[config.mk]
export PLATFORM = sky130hd
export DESIGN_NAME = gnss_binary_frame_deframer
export DESIGN_NICKNAME = d
export VERILOG_FILES = /design/src/design/gbfd_pkg.sv /design/src/design/gnss_binary_frame_deframer.sv /design/src/design/gbfd_parser.sv /design/src/design/gbfd_out_reg.sv
export SDC_FILE = /design/constraint.sdc
export NUM_CORES = 1
export LEC_CHECK = 0
export BUFFER_PORTS_ARGS = -buffer_cell sky130_fd_sc_hd__buf_2
export CORE_MARGIN = 5
export CORE_UTILIZATION = 59
export DETAILED_ROUTE_END_ITERATION = 16
export GPL_ROUTABILITY_DRIVEN = 0
export GPL_TIMING_DRIVEN = 0
export PLACE_DENSITY = 0.89
export SLEW_MARGIN = 20
export SYNTH_ARGS = -nofsm -noshare
export SYNTH_HDL_FRONTEND = slang
export SYNTH_SLANG_ARGS = --single-unit
[constraint.sdc]
create_clock -name clock -period 10.6 [get_ports clock]
set_input_delay 0.53 -clock clock [delete_from_list [all_inputs] [get_ports clock]]
set_output_delay 0.53 -clock clock [all_outputs]
set_load 0.005 [all_outputs]
[src/design/gbfd_pkg.sv]
// ----------------------------------------------------------------------------
// gbfd_pkg
// shared types and constants of the binary frame deframer
// ----------------------------------------------------------------------------
package gbfd_pkg;

   localparam int unsigned STAT_W = 16;

   localparam logic [7:0] SYNC_ONE  = 8'hB5;
   localparam logic [7:0] SYNC_TWO  = 8'h62;
   localparam logic [7:0] CLASS_NAV = 8'h01;
   localparam logic [7:0] ID_RELPOS = 8'h3C;
   localparam logic [7:0] CLASS_RXM = 8'h02;
   localparam logic [7:0] ID_CORR   = 8'h32;

   localparam logic [15:0] SOL_BYTE_INDEX  = 16'd60;
   localparam logic [15:0] CORR_BYTE_INDEX = 16'd1;

   localparam logic [1:0] KIND_PAYLOAD = 2'd0;
   localparam logic [1:0] KIND_GOOD    = 2'd1;
   localparam logic [1:0] KIND_CHK_ERR = 2'd2;

   typedef struct packed {
      logic [1:0]        kind;
      logic [7:0]        payload_byte;
      logic [15:0]       payload_index;
      logic [7:0]        frame_class;
      logic [7:0]        frame_id;
      logic [15:0]       frame_length;
      logic              last_payload;
      logic [1:0]        solution_type;
      logic [STAT_W-1:0] checksum_errors;
      logic [STAT_W-1:0] correction_packets;
      logic [STAT_W-1:0] correction_errors;
   } result_type;

endpackage

[src/design/gnss_binary_frame_deframer.sv]
// ----------------------------------------------------------------------------
// gnss_binary_frame_deframer
// deframer for sync-prefixed binary frames with an 8-bit fletcher checksum
// ----------------------------------------------------------------------------
// Takes one received byte per transfer and gives a transfer for every payload
// byte and for every checksum verdict; sync, header and ignored bytes give
// none. A byte passes from its input transfer into the input register and then
// through the parser into the result register.
// One byte can be taken in every cycle; the input register holds one more
// byte while a result waits in the result register, so a stalled result side
// blocks the input only once both registers are full. Counters are
// COUNTER_BITS wide, wrap, and are shown as their low sixteen bits.
module gnss_binary_frame_deframer #(
   parameter int COUNTER_BITS = 16
) (
   input  logic         clock,
   input  logic         reset,
   input  logic         req_tvalid,
   output logic         req_tready,
   input  logic [7:0]   req_tdata,   // rx_byte
   output logic         rsp_tvalid,
   input  logic         rsp_tready,
   output logic [111:0] rsp_tdata,   // payload_byte, payload_index, frame_class,
                                     // frame_id, frame_length, solution_type,
                                     // checksum_errors, correction_packets,
                                     // correction_errors, zero fill
   output logic [1:0]   rsp_tuser,   // kind
   output logic         rsp_tlast    // last_payload
);
   import gbfd_pkg::*;

   logic       in_valid_ff, in_valid_in;
   logic [7:0] in_byte_ff;
   logic       req_xfer;
   logic       step;
   logic       has_result;
   logic       out_free;
   result_type parse_result;
   result_type out_data;

   assign req_xfer    = req_tvalid && req_tready;
   assign step        = in_valid_ff && (!has_result || out_free);
   assign req_tready  = !in_valid_ff || step;

   always_comb begin
      in_valid_in = in_valid_ff;
      if (req_xfer) begin
         in_valid_in = 1'b1;
      end else if (step) begin
         in_valid_in = 1'b0;
      end
   end

   always_ff @(posedge clock) begin
      if (reset) begin
         in_valid_ff <= 1'b0;
      end else begin
         in_valid_ff <= in_valid_in;
      end
   end

   always_ff @(posedge clock) begin
      if (req_xfer) begin
         in_byte_ff <= req_tdata;
      end
   end

   gbfd_parser #(
      .COUNTER_BITS (COUNTER_BITS)
   ) u_parser (
      .clock      (clock),
      .reset      (reset),
      .step       (step),
      .rx_byte    (in_byte_ff),
      .has_result (has_result),
      .result     (parse_result)
   );

   gbfd_out_reg u_out_reg (
      .clock     (clock),
      .reset     (reset),
      .load      (step && has_result),
      .load_data (parse_result),
      .take      (rsp_tready),
      .free      (out_free),
      .valid     (rsp_tvalid),
      .data      (out_data)
   );

   assign rsp_tuser = out_data.kind;
   assign rsp_tlast = out_data.last_payload;
   assign rsp_tdata = {6'd0,
                       out_data.correction_errors,
                       out_data.correction_packets,
                       out_data.checksum_errors,
                       out_data.solution_type,
                       out_data.frame_length,
                       out_data.frame_id,
                       out_data.frame_class,
                       out_data.payload_index,
                       out_data.payload_byte};

endmodule

[src/design/gbfd_parser.sv]
// ----------------------------------------------------------------------------
// gbfd_parser
// frame state machine, fletcher checksum, solution capture and counters
// ----------------------------------------------------------------------------
module gbfd_parser #(
   parameter int COUNTER_BITS = 16
) (
   input  logic                 clock,
   input  logic                 reset,
   input  logic                 step,
   input  logic [7:0]           rx_byte,
   output logic                 has_result,
   output gbfd_pkg::result_type result
);
   import gbfd_pkg::*;

   typedef enum logic [3:0] {
      PH_SYNC1   = 4'd0,
      PH_SYNC2   = 4'd1,
      PH_CLASS   = 4'd2,
      PH_ID      = 4'd3,
      PH_LENLO   = 4'd4,
      PH_LENHI   = 4'd5,
      PH_PAYLOAD = 4'd6,
      PH_CKA     = 4'd7,
      PH_CKB     = 4'd8
   } phase_type;

   phase_type               phase_ff, phase_in;
   logic [7:0]              sum_a_ff, sum_a_in, sum_b_ff, sum_b_in;
   logic [7:0]              sum_a_add, sum_b_add;
   logic [7:0]              class_ff, class_in, id_ff, id_in;
   logic [15:0]             length_ff, length_in, count_ff, count_in, count_inc;
   logic [1:0]              pend_sol_ff, pend_sol_in, sol_ff, sol_in;
   logic                    pend_cerr_ff, pend_cerr_in;
   logic [COUNTER_BITS-1:0] chk_err_ff, chk_err_in;
   logic [COUNTER_BITS-1:0] corr_pkt_ff, corr_pkt_in;
   logic [COUNTER_BITS-1:0] corr_err_ff, corr_err_in;
   logic [STAT_W-1:0]       chk_err_view, corr_pkt_view, corr_err_view;
   logic [1:0]              kind;
   logic                    last;
   logic                    is_relpos_hdr, is_corr_hdr;

   assign sum_a_add     = sum_a_ff + rx_byte;
   assign sum_b_add     = sum_b_ff + sum_a_add;
   assign count_inc     = count_ff + 16'd1;
   assign is_relpos_hdr = (class_ff == CLASS_NAV) && (id_ff == ID_RELPOS);
   assign is_corr_hdr   = (class_ff == CLASS_RXM) && (id_ff == ID_CORR);

   always_comb begin
      phase_in     = phase_ff;
      sum_a_in     = sum_a_ff;
      sum_b_in     = sum_b_ff;
      class_in     = class_ff;
      id_in        = id_ff;
      length_in    = length_ff;
      count_in     = count_ff;
      pend_sol_in  = pend_sol_ff;
      pend_cerr_in = pend_cerr_ff;
      sol_in       = sol_ff;
      chk_err_in   = chk_err_ff;
      corr_pkt_in  = corr_pkt_ff;
      corr_err_in  = corr_err_ff;
      has_result   = 1'b0;
      kind         = KIND_PAYLOAD;
      last         = 1'b0;
      case (phase_ff)
         PH_SYNC2: begin
            if (rx_byte == SYNC_TWO) begin
               phase_in     = PH_CLASS;
               sum_a_in     = 8'd0;
               sum_b_in     = 8'd0;
               pend_sol_in  = 2'd0;
               pend_cerr_in = 1'b0;
            end
         end
         PH_CLASS: begin
            class_in = rx_byte;
            sum_a_in = sum_a_add;
            sum_b_in = sum_b_add;
            phase_in = PH_ID;
         end
         PH_ID: begin
            id_in    = rx_byte;
            sum_a_in = sum_a_add;
            sum_b_in = sum_b_add;
            phase_in = PH_LENLO;
         end
         PH_LENLO: begin
            length_in = {8'd0, rx_byte};
            sum_a_in  = sum_a_add;
            sum_b_in  = sum_b_add;
            phase_in  = PH_LENHI;
         end
         PH_LENHI: begin
            length_in = {rx_byte, length_ff[7:0]};
            sum_a_in  = sum_a_add;
            sum_b_in  = sum_b_add;
            count_in  = 16'd0;
            phase_in  = (length_in == 16'd0) ? PH_CKA : PH_PAYLOAD;
         end
         PH_PAYLOAD: begin
            sum_a_in = sum_a_add;
            sum_b_in = sum_b_add;
            if (is_relpos_hdr && (count_ff == SOL_BYTE_INDEX)) begin
               pend_sol_in = rx_byte[4:3];
            end
            if (is_corr_hdr && (count_ff == CORR_BYTE_INDEX)) begin
               pend_cerr_in = rx_byte[0];
            end
            count_in   = count_inc;
            last       = (count_inc >= length_ff);
            has_result = 1'b1;
            kind       = KIND_PAYLOAD;
            if (last) begin
               phase_in = PH_CKA;
            end
         end
         PH_CKA: begin
            if (rx_byte == sum_a_ff) begin
               phase_in = PH_CKB;
            end else begin
               phase_in   = PH_SYNC1;
               chk_err_in = chk_err_ff + 1'b1;
               has_result = 1'b1;
               kind       = KIND_CHK_ERR;
            end
         end
         PH_CKB: begin
            phase_in   = PH_SYNC1;
            has_result = 1'b1;
            if (rx_byte != sum_b_ff) begin
               chk_err_in = chk_err_ff + 1'b1;
               kind       = KIND_CHK_ERR;
            end else begin
               kind = KIND_GOOD;
               if (is_relpos_hdr) begin
                  sol_in = pend_sol_ff;
               end
               if (is_corr_hdr) begin
                  corr_pkt_in = corr_pkt_ff + 1'b1;
                  if (pend_cerr_ff) begin
                     corr_err_in = corr_err_ff + 1'b1;
                  end
               end
            end
         end
         default: begin
            phase_in = (rx_byte == SYNC_ONE) ? PH_SYNC2 : PH_SYNC1;
         end
      endcase
   end

   // counters show as their low bits, zero-filled when narrow
   if (COUNTER_BITS >= STAT_W) begin : g_wide_cnt
      assign chk_err_view  = chk_err_in[STAT_W-1:0];
      assign corr_pkt_view = corr_pkt_in[STAT_W-1:0];
      assign corr_err_view = corr_err_in[STAT_W-1:0];
   end else begin : g_narrow_cnt
      assign chk_err_view  = {{(STAT_W-COUNTER_BITS){1'b0}}, chk_err_in};
      assign corr_pkt_view = {{(STAT_W-COUNTER_BITS){1'b0}}, corr_pkt_in};
      assign corr_err_view = {{(STAT_W-COUNTER_BITS){1'b0}}, corr_err_in};
   end

   always_comb begin
      result.kind               = kind;
      result.payload_byte       = (kind == KIND_PAYLOAD) ? rx_byte : 8'd0;
      result.payload_index      = (kind == KIND_PAYLOAD) ? count_ff : 16'd0;
      result.frame_class        = class_in;
      result.frame_id           = id_in;
      result.frame_length       = length_in;
      result.last_payload       = last;
      result.solution_type      = sol_in;
      result.checksum_errors    = chk_err_view;
      result.correction_packets = corr_pkt_view;
      result.correction_errors  = corr_err_view;
   end

   always_ff @(posedge clock) begin
      if (reset) begin
         phase_ff     <= PH_SYNC1;
         sum_a_ff     <= 8'd0;
         sum_b_ff     <= 8'd0;
         class_ff     <= 8'd0;
         id_ff        <= 8'd0;
         length_ff    <= 16'd0;
         count_ff     <= 16'd0;
         pend_sol_ff  <= 2'd0;
         pend_cerr_ff <= 1'b0;
         sol_ff       <= 2'd0;
         chk_err_ff   <= '0;
         corr_pkt_ff  <= '0;
         corr_err_ff  <= '0;
      end else if (step) begin
         phase_ff     <= phase_in;
         sum_a_ff     <= sum_a_in;
         sum_b_ff     <= sum_b_in;
         class_ff     <= class_in;
         id_ff        <= id_in;
         length_ff    <= length_in;
         count_ff     <= count_in;
         pend_sol_ff  <= pend_sol_in;
         pend_cerr_ff <= pend_cerr_in;
         sol_ff       <= sol_in;
         chk_err_ff   <= chk_err_in;
         corr_pkt_ff  <= corr_pkt_in;
         corr_err_ff  <= corr_err_in;
      end
   end

   // a verdict always sends the parser back to hunting
   a_verdict_rehunt: assert property (@(posedge clock) disable iff (reset)
      step && has_result && (kind != KIND_PAYLOAD) |=> phase_ff == PH_SYNC1)
      else $error("verdict did not return to sync hunt");

   a_chk_err_count: assert property (@(posedge clock) disable iff (reset)
      step && has_result && (kind == KIND_CHK_ERR)
      |=> chk_err_ff == COUNTER_BITS'($past(chk_err_ff) + 1'b1))
      else $error("checksum error not counted");

   a_corr_err_with_pkt: assert property (@(posedge clock) disable iff (reset)
      !$past(reset) && (corr_err_ff != $past(corr_err_ff))
      |-> corr_pkt_ff != $past(corr_pkt_ff))
      else $error("correction error counted without a packet");

   a_payload_last_only: assert property (@(posedge clock) disable iff (reset)
      has_result && (kind != KIND_PAYLOAD) |-> !last)
      else $error("last flag on a verdict");

endmodule

[src/design/gbfd_out_reg.sv]
// ----------------------------------------------------------------------------
// gbfd_out_reg
// result register between the parser and the result channel
// ----------------------------------------------------------------------------
module gbfd_out_reg (
   input  logic                 clock,
   input  logic                 reset,
   input  logic                 load,
   input  gbfd_pkg::result_type load_data,
   input  logic                 take,
   output logic                 free,
   output logic                 valid,
   output gbfd_pkg::result_type data
);
   import gbfd_pkg::*;

   logic       valid_ff, valid_in;
   result_type data_ff;

   assign free  = !valid_ff || take;
   assign valid = valid_ff;
   assign data  = data_ff;

   always_comb begin
      valid_in = valid_ff;
      if (load) begin
         valid_in = 1'b1;
      end else if (take) begin
         valid_in = 1'b0;
      end
   end

   always_ff @(posedge clock) begin
      if (reset) begin
         valid_ff <= 1'b0;
      end else begin
         valid_ff <= valid_in;
      end
   end

   always_ff @(posedge clock) begin
      if (load) begin
         data_ff <= load_data;
      end
   end

endmodule
==> run_results.csv <==
group,metric,value,unit
global_routing,grt_pass1_wl,47.50,mm
global_routing,use_met3,0.05780,
clocking,clk_pin_slew,0.06,ns
worst_setup_path,crit_type,"flip-flop to flip-flop",
clocking,cts_setup_buffers,0,
timing,finalClockSkew,0.02224,ns
worst_setup_path,reg2regPathDepth,14,
floorplanning,num_io_pins,129,
floorplanning,fp.dieW,150.7,um
global_routing,antenna_found_initial,1,
global_routing,grt_overflow,0,
synth,ys_seq_area_frac,0.5120,
pwr,powerDensity,145.5,nW/um^2
floorplanning,core_area,19460,sq um
global_routing,use_met2,0.4326,
min_path,holdCritPathClass,"input pin to flip-flop",
flow_run,drv_cap,0,
worst_setup_path,rrSetupSlack,6.59,ns
worst_setup_path,r2r-start,"in_byte_ff[1]",
pwr,power_leakage,0.004913,uW
drt,wl,29.70,mm
timing,slew_viol_final,0,
global_routing,grt_usage,0.2593,
timing,fin_ws,6.585,ns
min_path,min-delay-start,"req_tdata[0]",
drt,drt.antenna.violating_nets,0,
worst_setup_path,path_max_fanout,8,
synth,netlist_area,11670,sq um
pwr,vdd_drop_max,128.9,uV
timing,worstMarginPinSlew,1.036,ns
worst_setup_path,r2r_end,"u_parser.sum_b_ff[7]",
synth,synth_edf_count,117,
drt,vias_per_cell,6.032,
final_layout,nets,1386,
global_routing,grt_max_degree,27,
timing,rsz0062_at_grt,"false",
timing,clock.fmax,249.1,MHz
placed_design,placed_cells,1574,
floorplanning,die_area,22700,sq um
global_routing,grt_busiest_layer,"met2",
worst_setup_path,arrival,4.47,ns
synth,syn_inst,1177,
worst_setup_path,start_kind,"flip-flop",
timing,period_share,0.3787,
synth,synth_seq_cells,240,
synth,yosysWarnings,0,
drt,wire_per_inst,18.34,um
timing,post-route-min-period,4.015,ns
synth,syn_area_per_cell,9.917,sq um
min_path,min_path_cells,1,
final_layout,num-fill-cells,1319,
drt,vias,9772,
synth,synth_ff_type,"dfxtp_1",
clocking,insertion_delay,0.53,ns
clocking,tritoncts,"done",
synth,ys_types,62,
floorplanning,start_util,0.5997,
final_layout,area_growth,17.29,%
timing,setup_viol,0,
drt,drc,0,
worst_setup_path,end_kind,"flip-flop",
pwr,p_total,1993,uW
final_layout,drive_gt1_frac,0.1815,
clocking,cts_resized,0,
synth,synth_async_sr_flop_share,0,
global_routing,grt_pass1_vias,9493,
outcome,status,"complete, no violations",
timing,hold_viol_final,0,
final_layout,antenna_cells,0,
worst_setup_path,critPathRequiredTime,11.06,ns
timing,slew_headroom,0.3062,
global_routing,use_met1,0.3209,
clocking,clockBufferDepth,3,
clocking,clock-sinks,240,
clocking,clockRootBuffer,"clkbuf_16",
floorplanning,num_rows,51,
min_path,hold_end,"in_byte_ff[0]",
clocking,cts-buffers-inserted,25,
clocking,htree_levels,1,
placed_design,dp_hpwl,20.60,mm
clocking,cts_hold_buf,0,
floorplanning,die_h,150.7,um
placed_design,port_buffers,122,
timing,tns,0,ns
final_layout,fin_cells,1620,
placed_design,pre_cts_ws,6.749,ns
drt,dr.first_iter.drc_count,972,
drt,drtPass1Iterations,5,
sequential cells by signal, indices dropped and copies added (netlist names), 2 cells and up:
register / cells
u_out_reg.data: 109
u_parser.count_ff: 16
u_parser.length_ff: 16
u_parser.pend_sol_ff: 2
u_parser.corr_pkt_ff: 16
u_parser.phase_ff: 4
u_parser.class_ff: 8
in_byte_ff: 8
u_parser.corr_err_ff: 16
u_parser.id_ff: 8
u_parser.sum_b_ff: 8
u_parser.chk_err_ff: 16
u_parser.sol_ff: 2
u_parser.sum_a_ff: 8
per-stage QoR:
stage	instance area, sq um	hold WS (ns)	utilization
2_1_floorplan	11690	0.4314	-
3_3_place_gp	12630	0.4488	0.6491
3_5_place_dp	12780	0.4521	0.6568
4_1_cts	13670	0.1672	0.7026
5_1_grt	13690	0.1573	0.7034
6_report	13690	0.1768	0.7034
final cells by class:
type	instances	area (sq um)	share of cell area
Buffer	67	297.8	0.02175
Clock buffer	30	684.4	0.04999
Clock inverter	16	207.7	0.01517
Inverter	41	153.9	0.01124
Multi-Input combinational cell	834	5291	0.3865
Sequential cell	240	5976	0.4365
Tap cell	265	331.6	0.02422
Timing Repair Buffer	127	748.2	0.05465
critical path, cell delays in order, from the launching register on:
cell and delay (ns):
edfxtp_1 0.37, clkbuf_1 0.39, inv_1 0.29, fa_1 0.52, nor2b_1 0.12, o21ai_0 0.12
a21boi_0 0.30, nor2_1 0.13, ha_1 0.33, nand3_1 0.10, o211ai_1 0.11, o41ai_1 0.33
xnor3_1 0.29, or4_1 0.41, a31oi_1 0.13
cell usage after synthesis, types with 8 or more instances:
library cell,instances,area (sq um)
xnor2_1,46,402.9
a22oi_1,16,120.1
a21o_1,10,75.07
nor3_1,13,65.06
nor2_1,120,450.4
nand2_1,137,514.2
or4_1,23,172.7
inv_1,41,153.9
a21oi_1,88,440.4
nor4_1,21,131.4
ha_1,36,450.4
edfxtp_1,117,3513
or3_1,13,81.33
xor2_1,46,402.9
o21ai_0,30,150.1
nand3_1,37,185.2
mux2_2,28,315.3
and2_1,26,162.7
dfxtp_1,123,2462
o31ai_1,21,157.7
and3_1,8,50.05
buf_2,19,95.09
nand4_1,32,200.2
clkbuf_1,42,157.7
layout by cell type (no fill, tap or decap), types with 41 or more instances in the layout:
cell / n
buf_2: 141
nand2_1: 137
dfxtp_1: 123
nor2_1: 120
edfxtp_1: 117
a21oi_1: 87
xor2_1: 46
xnor2_1: 46
clkbuf_1: 43
inv_1: 41
worst max path at each step:
stage	start	to	slack (ns)	cells after the start
CTS	in_byte_ff[1]	u_parser.sum_b_ff[7]	6.70	14
global placement	in_byte_ff[6]	u_out_reg.data[77]	0.22	7
detailed placement	in_byte_ff[1]	u_parser.sum_b_ff[7]	6.75	14
global route	in_byte_ff[1]	u_parser.sum_b_ff[7]	6.35	14
finish	in_byte_ff[1]	u_parser.sum_b_ff[7]	6.59	14
floorplan	in_byte_ff[6]	u_out_reg.data[0]	2.56	7
per-layer routing:
metal	wire, um	share of wire	vias to the layer above
met4	1365	0.046	2
met2	14030	0.47	574
met3	2952	0.099	133
li1	-	-	4505
met1	11340	0.38	4558
met5	19	0.00064	-
where the power goes:
group,leakage [uW],total [uW],internal [uW],switching (uW)
Sequential,0.00192,973,970,3.95
Clock,0.000432,937,563,374
Combinational,0.00256,82.1,25.3,56.8
cell families (layout without fill, tap and decap cells):
kind of cell	Yosys count	after routing	share of synthesized area
DFF	240	240	0.5120
muxes	36	36	0.03473
adders and majority gates	38	38	0.04202
AOI/OAI and AO/OA	194	194	0.1010
buffers and inverters	108	281	0.03870
xor gates and xnor gates	93	93	0.07096
and+or+nand+nor	467	467	0.2003
other	1	6	0.0003213
Power figures use the tool's default switching activity.
